===== config.mk =====
export PLATFORM = sky130hd
export DESIGN_NAME = isc_shift
export DESIGN_NICKNAME = d
export VERILOG_FILES = /design/src/rtl/core/isc_pkg.sv /design/src/rtl/core/isc_shift.sv
export SDC_FILE = /design/constraint.sdc
export NUM_CORES = 1
export LEC_CHECK = 0
export BUFFER_PORTS_ARGS = -buffer_cell sky130_fd_sc_hd__buf_2
export CORE_ASPECT_RATIO = 0.8
export CORE_MARGIN = 3
export CORE_UTILIZATION = 55
export CTS_CLUSTER_DIAMETER = 80
export DETAILED_ROUTE_END_ITERATION = 10
export PLACE_DENSITY = 0.83
export SLEW_MARGIN = 10
export SYNTH_ARGS = -nofsm -noshare
export SYNTH_HDL_FRONTEND = slang
export SYNTH_SLANG_ARGS = --single-unit

===== constraint.sdc =====
create_clock -name clk -period 7.5 [get_ports clk]
set_input_delay 1.5 -clock clk [delete_from_list [all_inputs] [get_ports clk]]
set_output_delay 1.5 -clock clk [all_outputs]
set_load 0.05 [all_outputs]

===== src/rtl/core/isc_pkg.sv =====
`timescale 1ns / 1ps
// ----------------------------------------------------------------------------
// isc_pkg
// Shared types, codes and constants of the intensity displacement scatter core.
// ----------------------------------------------------------------------------
package isc_pkg;

  localparam int MAX_WIDTH_DEF  = 64;
  localparam int MAX_HEIGHT_DEF = 64;

  // wide enough for any frame dimension up to 2048
  localparam int DIM_W   = 12;
  // position plus shift
  localparam int SUM_W   = 17;
  localparam int PIX_W   = 24;
  localparam int SHIFT_W = 16;

  // floor(s / 3) == (s * 683) >> 11 for s <= 765
  localparam int RECIP3    = 683;
  localparam int RECIP3_SH = 11;

  localparam logic [1:0] CMD_START = 2'd0;
  localparam logic [1:0] CMD_PIXEL = 2'd1;
  localparam logic [1:0] CMD_READ  = 2'd2;

  localparam logic [1:0] ST_OK      = 2'd0;
  localparam logic [1:0] ST_DROPPED = 2'd1;
  localparam logic [1:0] ST_OUTSIDE = 2'd2;

  localparam logic [1:0] REG_FACTOR = 2'd0;
  localparam logic [1:0] REG_WIDTH  = 2'd1;
  localparam logic [1:0] REG_HEIGHT = 2'd2;

  localparam logic [7:0] FACTOR_RST = 8'd1;
  localparam logic [6:0] WIDTH_RST  = 7'd64;
  localparam logic [6:0] HEIGHT_RST = 7'd64;

  typedef struct packed {
    logic [1:0] command;
    logic [7:0] a_red;
    logic [7:0] a_green;
    logic [7:0] a_blue;
    logic [7:0] b_red;
    logic [7:0] b_green;
    logic [7:0] b_blue;
    logic [5:0] read_column;
    logic [5:0] read_row;
  } in_item_t;

  typedef struct packed {
    logic [7:0] out_red;
    logic [7:0] out_green;
    logic [7:0] out_blue;
    logic       frame_done;
    logic [1:0] status;
  } out_item_t;

endpackage


===== src/rtl/core/isc_shift.sv =====
`timescale 1ns / 1ps
// ----------------------------------------------------------------------------
// isc_shift
// Two-stage shift unit: mean of the B color (divide by three through a
// reciprocal), then scaled by the displacement factor.
// ----------------------------------------------------------------------------
module isc_shift (
  input  logic                        clk,
  input  logic                        ld_quot,
  input  logic                        ld_prod,
  input  logic [7:0]                  b_red,
  input  logic [7:0]                  b_green,
  input  logic [7:0]                  b_blue,
  input  logic [7:0]                  factor,
  output logic [isc_pkg::SHIFT_W-1:0] shift
);
  import isc_pkg::*;

  logic [9:0]         sum;
  logic [19:0]        recip_prod;
  logic [7:0]         quot_r;
  logic [SHIFT_W-1:0] shift_r;

  assign sum        = 10'(b_red) + 10'(b_green) + 10'(b_blue);
  assign recip_prod = 20'(sum) * 20'(RECIP3);

  always_ff @(posedge clk) begin
    if (ld_quot) begin
      quot_r <= recip_prod[RECIP3_SH +: 8];
    end
    if (ld_prod) begin
      shift_r <= SHIFT_W'(quot_r) * SHIFT_W'(factor);
    end
  end

  assign shift = shift_r;

endmodule


==> results.ini <==
[outcome]
status = finished clean

[clocking]
htreeDepth = 1
clkTransAtPathRegs_ps = 90
clkSinkCount = 24
clk-insertion-delay-late_ps = 280
clock_path_buffers = 2
cts_tree = done
cts_buffers = 3
root_buffer = clkbuf_8

[logic_synthesis]
ys_async_sr_fraction_pct = 0
syn_area_um2 = 4866
ys_seq_elements = 24
synth_nets = 684
yosysUniqueCellTypes = 45
synth.avg_cell_area_um2 = 9.992
synth_area_leaders = fa_1 26%, ha_1 25%, edfxtp_1 15%
synth_edf_count = 24
synth_top_cell_by_area = fa_1
synth_flop_cell = edfxtp_1
netlist_instances = 487
seq_area_frac_synth_pct = 14.81
yosysTopAreaCellShare_pct = 26.33
yosys_warnings = 0

[floorplan]
fp.dieH_um = 90.13
dieWidth_um = 111.2
ios = 51
dieArea_um2 = 10020
initial_core_util_pct = 56.86
core_um2 = 8558
placementRows = 30

[layout]
finalNetCount = 747
final_common_cell = inv_1
finalInstanceArea_um2 = 5384
final_cell_mix = 102 x inv_1, 97 x ha_1, 63 x fa_1, 50 x buf_2, 40 x and2_1
antenna_cells = 0
synthToLayoutAreaGrowth_pct = 10.65
layout-drive-gt1-share_pct = 13.84

[sta]
relSlewSlack_pct = 60.04
fin_crit_ps = 7240
tns_ps = 0
max_freq_mhz = 138.1
timing.final.crit_share_pct = 96.53
setup_violations = 0
tightest_slew_ps = 595.2
slew_violations = 0
timing.final.hold_violations = 0
clock_skew_ps = 3.913

[worst_setup_path]
cp_slowest_cell = fa_1
cpPeakStageDelay_ps = 520
worstPathRequired_ps = 7540
start_kind = primary input
critPathKind = in2reg
cp-startpoint = b_red[1]
endpoint_kind = register
critPathArrivalTime_ps = 7280
r2r-end = shift[15]
cp_max_fo = 4
cpMostUsedCell = inv_1
ff2ff_setup_slack_ps = 2700
r2r-start = quot_r[1]
worstRegToRegCells = 15

[hold_path]
hold_depth = 1
min_path_type = reg2reg
hp-start = quot_r[0]
hold_path_end = shift[0]

[run]
cap_violations = 0

[grt]
grt_overflow_total = 0
grtUsageTotal_pct = 19.09
grt_pass1_wl_um = 16170
grt_pass1_vias = 3642
grt_max_degree = 17
antenna_found_initial = 0

[placement]
port_buffers = 50
place_area_um2 = 5320
gp_congestion = 0.8932
hpwl_um = 8051

[route]
viasPerCell = 5.301
drt_pass1_iterations = 4
wl_per_cell_um = 13.91
dr_wl_met3_um = 425
drtAntennaViolNets = 0
routed_wl_um = 9197
routed.top_layer = met4
met1_length_um = 4303
routed-wl-met2_um = 4401
drt-initial-drc-count = 254
drc = 0
num_vias = 3504

cell families (layout without fill, tap and decap cells):
group	after synthesis	in the layout	share of synthesized area, %
DFF	24	24	14.81
AOI/OAI and AO/OA	55	55	7.868
muxes	1	1	0.2057
adders and majority gates	162	162	51.53
and+or+nand+nor	107	107	11.03
xor gates and xnor gates	35	35	6.608
buffers and inverters	103	165	7.945
worst max-delay path, delay by kind of cell:
family	cells	cell delay (ps)
buffers and inverters	8	460
and+or+nand+nor	2	180
adders and majority gates	8	3110
AOI/OAI and AO/OA	9	1640
xor gates and xnor gates	3	370
sequential cells by signal (all words and copies together) (netlist names):
signal  count
shift      16
quot_r      8
repair_timing:
action / CTS / global route
hold buffers: 0 / 0
endpoints found under the hold margin: 0 / 0
gates resized for setup: 0 / 8
setup buffers: 0 / 0
endpoints found under the setup margin: 0 / 5
how the worst max path moves through the flow:
stage                      to  slack, ps
detailed placement  quot_r[7]       -160
finish              quot_r[7]        260
CTS                 quot_r[7]        110
global route        quot_r[7]        -30
floorplan           quot_r[7]        120
global placement    quot_r[7]         20
cell type report:
| type | instances | area, um2 |
|---|---|---|
| clock buffer | 3 | 41.29 |
| clock inverter | 1 | 3.754 |
| fill | 702 | 3174 |
| inverter | 102 | 382.9 |
| multi-input combinational | 360 | 3777 |
| sequential | 24 | 720.7 |
| tap | 112 | 140.1 |
| timing repair buffer | 59 | 317.8 |
through the flow:
step                std cells  utilization (%)  hold WS, ps  worst slack, ps
detailed placement        657            62.16        721.0           -160.3
finish                    661            62.91        747.5            260.5
global route              661            62.91        776.7           -29.33
global placement          657            62.16        719.4            19.73
floorplan                 487                -        614.7            116.0
CTS                       661            62.69        744.9            111.1
metal layers:
metal	GRT usage [%]	up-vias
met1	27.99	1697
met4	2.736	0
met3	1.817	9
met2	31.63	91
li1	-	1707
met5	0	-
synthesized netlist by cell type (2+ instances only):
| master | instances |
|---|---|
| inv_1 | 102 |
| ha_1 | 98 |
| fa_1 | 64 |
| and2_1 | 40 |
| nand2_1 | 35 |
| xnor2_1 | 26 |
| edfxtp_1 | 24 |
| nor2_1 | 17 |
| a21oi_1 | 16 |
| o21ai_0 | 11 |
| xor2_1 | 7 |
| a21o_1 | 4 |
| nor2b_1 | 3 |
| o21a_1 | 3 |
| nand2b_1 | 2 |
| nand3_1 | 2 |
| nor3_1 | 2 |
| o2111a_1 | 2 |
| o21bai_1 | 2 |
| xnor2_2 | 2 |
Power is left out: the tool's default activity adds up to more than one toggle a clock period on the data nets, which glitch-free logic cannot reach.
